--- src/design/lrubc_pkg.sv ---
// shared types and constants of the lru block buffer cache
// used by the controller, the datapath, the top level and the port checker

package lrubc_pkg;

	// default sizes, handed down from the top level
	localparam int NUM_BUFFERS_DEF = 16;
	localparam int BLOCK_BITS_DEF  = 24;

	// input beat layout: tdata = block_number, buffer_id; tuser = command
	localparam int BLK_FLD_W   = 24;
	localparam int BLK_LSB     = 0;
	localparam int ID_FLD_W    = 4;
	localparam int ID_LSB      = 24;
	localparam int IN_TDATA_W  = 32;

	// output beat layout: tdata = granted_buffer, hit, status
	localparam int GNT_FLD_W   = 4;
	localparam int STAT_FLD_W  = 2;
	localparam int OUT_USED_W  = GNT_FLD_W + 1 + STAT_FLD_W;
	localparam int OUT_TDATA_W = 8;

	// command codes on tuser
	localparam logic CMD_GET     = 1'b0;
	localparam logic CMD_RELEASE = 1'b1;

	// result status codes
	typedef enum logic [STAT_FLD_W-1:0] {
		STAT_OK       = 2'd0,
		STAT_EMPTY    = 2'd1,
		STAT_NOT_HELD = 2'd2
	} status_t;

	// controller states
	typedef enum logic [2:0] {
		ST_IDLE,
		ST_DISPATCH,
		ST_SCAN,
		ST_SHIFT,
		ST_OUT
	} state_t;

	// controller to datapath
	typedef struct packed {
		logic capture;
		logic do_release;
		logic set_empty;
		logic scan;
		logic shift;
		logic commit;
		logic load_out;
	} dp_cmd_t;

	// datapath to controller
	typedef struct packed {
		logic is_rel;
		logic empty;
		logic scan_done;
		logic shift_done;
	} dp_stat_t;

endpackage

--- src/design/lrubc_ctrl.sv ---
// controller state machine of the lru block buffer cache
// depends on lrubc_pkg; drives the datapath through dp_cmd_t

module lrubc_ctrl (
	input  logic              clk,
	input  logic              arst_n,
	input  logic              s_tvalid,
	output logic              s_tready,
	output logic              m_tvalid,
	input  logic              m_tready,
	input  lrubc_pkg::dp_stat_t dstat,
	output lrubc_pkg::dp_cmd_t  dcmd
);
	import lrubc_pkg::*;

	state_t state_q, state_nxt;
	logic   out_valid_q;
	logic   out_free;

	assign out_free = !out_valid_q || m_tready;
	assign s_tready = (state_q == ST_IDLE);
	assign m_tvalid = out_valid_q;

	// next state
	always_comb begin
		state_nxt = state_q;
		unique case (state_q)
			ST_IDLE: begin
				if (s_tvalid) state_nxt = ST_DISPATCH;
			end
			ST_DISPATCH: begin
				if (dstat.is_rel || dstat.empty) state_nxt = ST_OUT;
				else state_nxt = ST_SCAN;
			end
			ST_SCAN: begin
				if (dstat.scan_done) state_nxt = ST_SHIFT;
			end
			ST_SHIFT: begin
				if (dstat.shift_done) state_nxt = ST_OUT;
			end
			ST_OUT: begin
				if (out_free) state_nxt = ST_IDLE;
			end
			default: state_nxt = ST_IDLE;
		endcase
	end

	// datapath commands
	always_comb begin
		dcmd = '0;
		unique case (state_q)
			ST_IDLE:     dcmd.capture = s_tvalid;
			ST_DISPATCH: begin
				dcmd.do_release = dstat.is_rel;
				dcmd.set_empty  = !dstat.is_rel && dstat.empty;
			end
			ST_SCAN:     dcmd.scan = 1'b1;
			ST_SHIFT: begin
				dcmd.shift  = 1'b1;
				dcmd.commit = dstat.shift_done;
			end
			ST_OUT:      dcmd.load_out = out_free;
			default:     dcmd = '0;
		endcase
	end

	// state and output valid registers
	always_ff @(posedge clk or negedge arst_n) begin
		if (!arst_n) begin
			state_q     <= ST_IDLE;
			out_valid_q <= 1'b0;
		end else begin
			state_q <= state_nxt;
			if (dcmd.load_out) out_valid_q <= 1'b1;
			else if (m_tready) out_valid_q <= 1'b0;
		end
	end

endmodule

--- src/design/lrubc_dpath.sv ---
// datapath of the lru block buffer cache: free-order and tag memories,
// scan and compaction pipeline, held and valid flags; depends on lrubc_pkg

module lrubc_dpath #(
	parameter int NUM_BUFFERS = lrubc_pkg::NUM_BUFFERS_DEF,
	parameter int BLOCK_BITS  = lrubc_pkg::BLOCK_BITS_DEF
) (
	input  logic                               clk,
	input  logic                               arst_n,
	input  logic [lrubc_pkg::IN_TDATA_W-1:0]   s_tdata,
	input  logic                               s_tuser,
	output logic [lrubc_pkg::OUT_TDATA_W-1:0]  m_tdata,
	input  lrubc_pkg::dp_cmd_t                 dcmd,
	output lrubc_pkg::dp_stat_t                dstat
);
	import lrubc_pkg::*;

	localparam int ID_W  = $clog2(NUM_BUFFERS);
	localparam int CNT_W = $clog2(NUM_BUFFERS + 1);

	// captured request
	logic                  rel_q;
	logic [BLOCK_BITS-1:0] blk_q;
	logic [ID_FLD_W-1:0]   id_q;

	// pool state
	logic [CNT_W-1:0]       count_q;
	logic [NUM_BUFFERS-1:0] held_q;
	logic [NUM_BUFFERS-1:0] tvld_q;
	logic [NUM_BUFFERS-1:0] init_q;
	logic [ID_W-1:0]        fo_mem  [NUM_BUFFERS];
	logic [BLOCK_BITS-1:0]  tag_mem [NUM_BUFFERS];

	// read pipeline
	logic [CNT_W-1:0]      scan_ptr_q, sh_ptr_q;
	logic                  v_s1, init_s1;
	logic [ID_W-1:0]       idx_s1, fo_rd_s1, entry_s1;
	logic                  v_s2, tv_s2;
	logic [ID_W-1:0]       idx_s2, b_s2;
	logic [BLOCK_BITS-1:0] tag_s2;

	// result
	logic [ID_W-1:0]      oldest_q, res_buf_q;
	logic                 res_hit_q;
	logic [GNT_FLD_W-1:0] res_gnt_q;
	status_t              res_stat_q;
	logic [GNT_FLD_W-1:0] gnt_out_q;
	logic                 hit_out_q;
	status_t              stat_out_q;

	logic            scan_issue, shift_issue, rd_v;
	logic [ID_W-1:0] rd_addr, sel_buf, id_idx;
	logic            match, last, scan_done, shift_done;
	logic            in_range, rel_ok;

	// never-written free-order entries read as their own position
	assign entry_s1 = init_s1 ? fo_rd_s1 : idx_s1;

	// read issue, shared by scan and compaction
	assign scan_issue  = dcmd.scan && (scan_ptr_q < count_q) && !scan_done;
	assign shift_issue = dcmd.shift && (sh_ptr_q < count_q);
	assign rd_v        = scan_issue || shift_issue;
	assign rd_addr     = dcmd.scan ? scan_ptr_q[ID_W-1:0] : sh_ptr_q[ID_W-1:0];

	// tag compare at the end of the scan pipeline
	assign match     = v_s2 && tv_s2 && (tag_s2 == blk_q);
	assign last      = (CNT_W'(idx_s2) == count_q - CNT_W'(1));
	assign scan_done = dcmd.scan && v_s2 && (match || last);
	assign sel_buf   = (match || idx_s2 == '0) ? b_s2 : oldest_q;

	// compaction finished, only looked at while shifting
	assign shift_done = (sh_ptr_q >= count_q) && !v_s1;

	// release check
	assign id_idx   = ID_W'(id_q);
	assign in_range = 32'(id_q) < 32'(NUM_BUFFERS);
	assign rel_ok   = in_range && held_q[id_idx] && (count_q < CNT_W'(NUM_BUFFERS));

	assign dstat.is_rel     = rel_q;
	assign dstat.empty      = (count_q == '0);
	assign dstat.scan_done  = scan_done;
	assign dstat.shift_done = shift_done;

	assign m_tdata = OUT_TDATA_W'({stat_out_q, hit_out_q, gnt_out_q});

	// control state with reset
	always_ff @(posedge clk or negedge arst_n) begin
		if (!arst_n) begin
			count_q    <= CNT_W'(NUM_BUFFERS);
			held_q     <= '0;
			tvld_q     <= '0;
			init_q     <= '0;
			v_s1       <= 1'b0;
			v_s2       <= 1'b0;
			scan_ptr_q <= '0;
			sh_ptr_q   <= '0;
		end else begin
			v_s1 <= rd_v;
			v_s2 <= v_s1 && dcmd.scan && !scan_done;
			if (dcmd.capture) scan_ptr_q <= '0;
			else if (scan_issue) scan_ptr_q <= scan_ptr_q + CNT_W'(1);
			if (scan_done) sh_ptr_q <= match ? CNT_W'(idx_s2) + CNT_W'(1) : CNT_W'(1);
			else if (shift_issue) sh_ptr_q <= sh_ptr_q + CNT_W'(1);
			// compaction write marks the entry as written
			if (dcmd.shift && v_s1) init_q[idx_s1 - ID_W'(1)] <= 1'b1;
			// release appends at the newest end
			if (dcmd.do_release && rel_ok) begin
				held_q[id_idx]                <= 1'b0;
				init_q[count_q[ID_W-1:0]]     <= 1'b1;
				count_q                       <= count_q + CNT_W'(1);
			end
			// get hands the buffer out
			if (dcmd.commit) begin
				held_q[res_buf_q] <= 1'b1;
				count_q           <= count_q - CNT_W'(1);
				if (!res_hit_q) tvld_q[res_buf_q] <= 1'b1;
			end
		end
	end

	// memories and payload registers
	always_ff @(posedge clk) begin
		if (dcmd.capture) begin
			rel_q <= (s_tuser == CMD_RELEASE);
			blk_q <= BLOCK_BITS'(s_tdata[BLK_LSB +: BLK_FLD_W]);
			id_q  <= s_tdata[ID_LSB +: ID_FLD_W];
		end
		// free-order memory
		fo_rd_s1 <= fo_mem[rd_addr];
		init_s1  <= init_q[rd_addr];
		idx_s1   <= rd_addr;
		if (dcmd.shift && v_s1) fo_mem[idx_s1 - ID_W'(1)] <= entry_s1;
		else if (dcmd.do_release && rel_ok) fo_mem[count_q[ID_W-1:0]] <= id_idx;
		// tag memory
		tag_s2 <= tag_mem[entry_s1];
		tv_s2  <= tvld_q[entry_s1];
		b_s2   <= entry_s1;
		idx_s2 <= idx_s1;
		if (dcmd.commit && !res_hit_q) tag_mem[res_buf_q] <= blk_q;
		// oldest free buffer, taken on a miss
		if (dcmd.scan && v_s2 && idx_s2 == '0) oldest_q <= b_s2;
		// result
		if (scan_done) begin
			res_buf_q  <= sel_buf;
			res_hit_q  <= match;
			res_gnt_q  <= GNT_FLD_W'(sel_buf);
			res_stat_q <= STAT_OK;
		end else if (dcmd.do_release) begin
			res_hit_q  <= 1'b0;
			res_gnt_q  <= id_q;
			res_stat_q <= rel_ok ? STAT_OK : STAT_NOT_HELD;
		end else if (dcmd.set_empty) begin
			res_hit_q  <= 1'b0;
			res_gnt_q  <= '0;
			res_stat_q <= STAT_EMPTY;
		end
		// output register
		if (dcmd.load_out) begin
			gnt_out_q  <= res_gnt_q;
			hit_out_q  <= res_hit_q;
			stat_out_q <= res_stat_q;
		end
	end

endmodule

--- src/design/lru_block_buffer_cache.sv ---
// lru block buffer cache: a release, or a get on an empty pool, goes from dispatch
// straight to the output register; a get scans the free-order memory for the tag, stopping
// at the match on a hit and taking the oldest free buffer on a miss, then compacts it,
// both through the single read port of the free-order memory.
// one item at a time; the next beat is taken in the same cycle that m_tvalid rises, also while
// the previous result waits. arst_n frees all buffers in order 0 upward, no tag valid.

module lru_block_buffer_cache #(
	parameter int NUM_BUFFERS = lrubc_pkg::NUM_BUFFERS_DEF,
	parameter int BLOCK_BITS  = lrubc_pkg::BLOCK_BITS_DEF
) (
	input  logic                               clk,
	input  logic                               arst_n,
	input  logic                               s_tvalid,
	output logic                               s_tready,
	// block_number [23:0], buffer_id [27:24], zero [31:28]
	input  logic [lrubc_pkg::IN_TDATA_W-1:0]   s_tdata,
	// command
	input  logic                               s_tuser,
	output logic                               m_tvalid,
	input  logic                               m_tready,
	// granted_buffer [3:0], hit [4], status [6:5], zero [7]
	output logic [lrubc_pkg::OUT_TDATA_W-1:0]  m_tdata
);
	import lrubc_pkg::*;

	dp_cmd_t  dcmd;
	dp_stat_t dstat;

	// sequencing
	lrubc_ctrl u_ctrl (
		.clk      (clk),
		.arst_n   (arst_n),
		.s_tvalid (s_tvalid),
		.s_tready (s_tready),
		.m_tvalid (m_tvalid),
		.m_tready (m_tready),
		.dstat    (dstat),
		.dcmd     (dcmd)
	);

	// storage and compare
	lrubc_dpath #(
		.NUM_BUFFERS (NUM_BUFFERS),
		.BLOCK_BITS  (BLOCK_BITS)
	) u_dpath (
		.clk     (clk),
		.arst_n  (arst_n),
		.s_tdata (s_tdata),
		.s_tuser (s_tuser),
		.m_tdata (m_tdata),
		.dcmd    (dcmd),
		.dstat   (dstat)
	);

endmodule

--- config.mk ---
export PLATFORM = sky130hd
export DESIGN_NAME = lru_block_buffer_cache
export DESIGN_NICKNAME = d
export VERILOG_FILES = /design/src/design/lrubc_pkg.sv /design/src/design/lrubc_ctrl.sv /design/src/design/lrubc_dpath.sv /design/src/design/lru_block_buffer_cache.sv
export SDC_FILE = /design/constraint.sdc
export NUM_CORES = 1
export LEC_CHECK = 0
export BUFFER_PORTS_ARGS = -buffer_cell sky130_fd_sc_hd__clkbuf_2
export CAP_MARGIN = 20
export CORE_ASPECT_RATIO = 0.9
export CORE_UTILIZATION = 45
export DETAILED_ROUTE_END_ITERATION = 12
export PLACE_DENSITY = 0.65
export SYNTH_ARGS = -nofsm -noshare
export SYNTH_HDL_FRONTEND = slang
export SYNTH_SLANG_ARGS = --single-unit
--- constraint.sdc ---
create_clock -name clk -period 5.5 [get_ports clk]
set_clock_uncertainty 0.15 [all_clocks]
set_input_delay 0.55 -clock clk [delete_from_list [all_inputs] [get_ports clk]]
set_output_delay 0.55 -clock clk [all_outputs]
set_load 0.01 [all_outputs]
==> flow_metrics.tcl <==
set metrics [dict create \
    routabilityCongestion 0.859 \
    worst_slew_margin_rel_pct 22.3 \
    syn_to_final_growth_pct 13.8 \
    synth.mux.area_fraction_pct 1.72 \
    leakagePower_nw 9.97 \
    vdd_drop_max_uv 315 \
    antenna_cells 0 \
    r2r_setup_slack_ps 1590 \
    clkSlewWorstSetupHoldPaths_ps 60 \
    holdWs_ps 1.63 \
    r2r_end "u_dpath.tag_mem[4][11]" \
    slew_violations 0 \
    rows 81 \
    syn-num-nets 2037 \
    viasPerCell 5.67 \
    drv_cap 0 \
    drive_above_1_share_pct 10.5 \
    p_per_area_nw_per_um2 345 \
    fp.dieH_um 224 \
    antenna_found_initial 1 \
    htreeDepth 2 \
    finalCriticalPeriod_ps 3910 \
    synthArstFlopShare_pct 11.3 \
    worstSetupEndpointType "flip-flop" \
    syn_area_um2 24800 \
    crit_fanout 24 \
    final_cell_area_um2 28200 \
    postRouteAntennaNets 0 \
    avgSynthCellArea_um2 12.5 \
    r2r_cells 10 \
    route.detailed.drc 0 \
    drtIter0Drc 1527 \
    grt_pass1_wl_mm 89.2 \
    arrival_ps 3990 \
    rsz0062_at_grt "no" \
    period_share_pct 71.1 \
    yosysWarnings 0 \
    tns_ps 0 \
    wl_per_cell_um 20.6 \
    status "finished clean" \
    grt_max_degree 202 \
    io_buffers 41 \
    fmax_mhz 256 \
    required_ps 5580 \
    synth_top_family_by_area "simple AND/OR/NAND/NOR gates" \
    cts_resized 0 \
    synth_top_cell_by_area "edfxtp_1" \
    synth_compound_area_share_pct 6.92 \
    cts_tree "built" \
    grt_pass1_vias 15400 \
    syn_inst 1979 \
    vias 15800 \
    grt-ovfl-total 0 \
    wirelength_mm 57.3 \
    synth-seq-cells 610 \
    cts.sinks 610 \
    synthAdderAreaFrac_pct 1.06 \
    cts_made_buffers 59 \
    placed_area_um2 25800 \
    die_w_um 249 \
    start_util_pct 45.6 \
    core_area_um2 54300 \
    num_io_pins 47 \
    nets 2080 \
    synth_top_area_share_pct 60.3 \
    synth-simple-area-share_pct 15.8 \
    setup.worst_path.class "reg -> reg" \
    dr.pass1.iters 5 \
    ctsRootBufferMaster "clkbuf_16" \
    rr_startpoint "u_dpath.count_q[3]" \
    max_slew.worst_pin.slew_ps 1150 \
    hold_violations 0 \
    setup_viol 0 \
    synthFlopType "edfxtp_1" \
    synth_area_leaders "edfxtp_1, nand2_1, dfrtp_1" \
    start_kind "flip-flop" \
    ys_types 65 \
    cts_max_path_buffers 3 \
    hold_path.class "in -> async" \
    clk_latency_ps 620 \
    synth_xor_area_share_pct 1.27 \
    hpwl_mm 31.0 \
    die_area_um2 55900 \
    synth_edf_count 497 \
    track_usage_pct 20.6 \
    ys_seq_area_share_pct 70.8 \
]
worst max path at each step:
stage,start,to,slack (ps),cells past startpoint
floorplan,u_dpath.count_q[4],u_dpath.tag_mem[0][0],1440,10
global placement,u_dpath.count_q[3],u_dpath.tag_mem[4][4],1680,10
detailed placement,u_dpath.count_q[3],u_dpath.tag_mem[4][6],1660,10
CTS,u_dpath.count_q[3],u_dpath.tag_mem[4][12],1620,10
global route,u_dpath.count_q[3],u_dpath.tag_mem[0][12],1330,10
finish,u_dpath.count_q[3],u_dpath.tag_mem[4][11],1590,10
layer usage:
metal / track usage, % / part of all wire [%] / vias up / wire, µm
li1: - / - / 7335 / -
met1: 28.9 / 43 / 7722 / 24800
met2: 33.0 / 47 / 585 / 26900
met3: 2.77 / 6.9 / 110 / 3950
met4: 7.81 / 2.9 / 0 / 1650
met5: 0 / 0 / - / 0
cell usage after synthesis, drive strengths merged, types with 3 or more instances:
library cell,n
dfrtp,68
a211oi,3
clkbuf,92
nor2,37
o32ai,4
nand2,513
o2111ai,3
o21bai,19
a21oi,16
mux2,5
o22ai,14
and3,31
a311oi,50
o21ai,56
nor3,14
inv,26
xor2,13
xnor2,23
o221ai,5
buf,27
mux2i,28
dfxtp,44
nand3b,5
o21a,5
and2,9
a32oi,5
nor4,7
nand2b,10
nand4,4
or4b,3
a31oi,27
nand3,239
or2,5
edfxtp,497
mux4,4
ha,21
a221o,18
layout by cell type, fill, tap and decap left out, drive strengths merged, types with 28 or more instances in the layout:
| cell type | instances |
|---|---|
| buf | 34 |
| and3 | 31 |
| nand2 | 513 |
| mux2i | 28 |
| nand3 | 239 |
| dfrtp | 68 |
| o21ai | 56 |
| dfxtp | 44 |
| edfxtp | 497 |
| clkbuf | 120 |
| nor2 | 37 |
| a311oi | 50 |
cell families after synthesis:
family / count (synthesis)
AND/OR/NAND/NOR: 890
flip-flops: 610
AO/OA/AOI/OAI: 237
buffers and inverters: 147
multiplexers: 37
XOR/XNOR: 36
adder cells (fa/ha/maj): 21
other: 1
sequential cells by signal, indices dropped and copies added, names as in the netlist, 5 cells and up:
register	flops
u_dpath.blk_q	24
u_dpath.count_q	5
u_dpath.fo_mem	64
u_dpath.held_q	16
u_dpath.init_q	16
u_dpath.scan_ptr_q	5
u_dpath.sh_ptr_q	5
u_dpath.tag_mem	384
u_dpath.tag_s2	24
u_dpath.tvld_q	16
area by class of cell:
cell class	count	area [µm²]
clock buffer	80	1650
inverter	28	111
tap	705	882
fill	4563	26200
multi-input combinational	1222	6820
clock inverter	31	428
sequential	610	17500
timing repair buffer	101	756
per-stage QoR:
| stage | instances | utilization (%) | power, W | worst slack, ps |
|---|---|---|---|---|
| floorplan | 1979 | - | 0.00541 | 1440 |
| global placement | 2638 | 47.5 | 0.00554 | 1680 |
| detailed placement | 2638 | 47.5 | 0.00555 | 1660 |
| CTS | 2776 | 51.8 | 0.00979 | 1620 |
| global route | 2777 | 51.9 | 0.0100 | 1330 |
| finish | 2777 | 51.9 | 0.00971 | 1590 |
worst max-delay path: stages, from the launching register on:
cell and delay, ps:
dfrtp_1 490, clkinv_1 290, ha_1 380, nand3_1 90
a21oi_1 230, nor3_1 150, nor3_2 170, buf_4 200
or3b_1 690, nor2_4 200, buf_4 460
power by group:
part	switching [W]	internal, W	leakage [nW]
registers	0.000135	0.00513	5.67
clock network	0.00173	0.00253	1.02
logic	0.000119	0.0000710	3.28
total	0.00198	0.00773	9.97
what timing repair did:
item / in CTS / in global routing
setup buffers: 0 / 0
hold buffers: 27 / 0
endpoints found under the hold margin: 27 / 0
(Power assumes the default switching activity.)
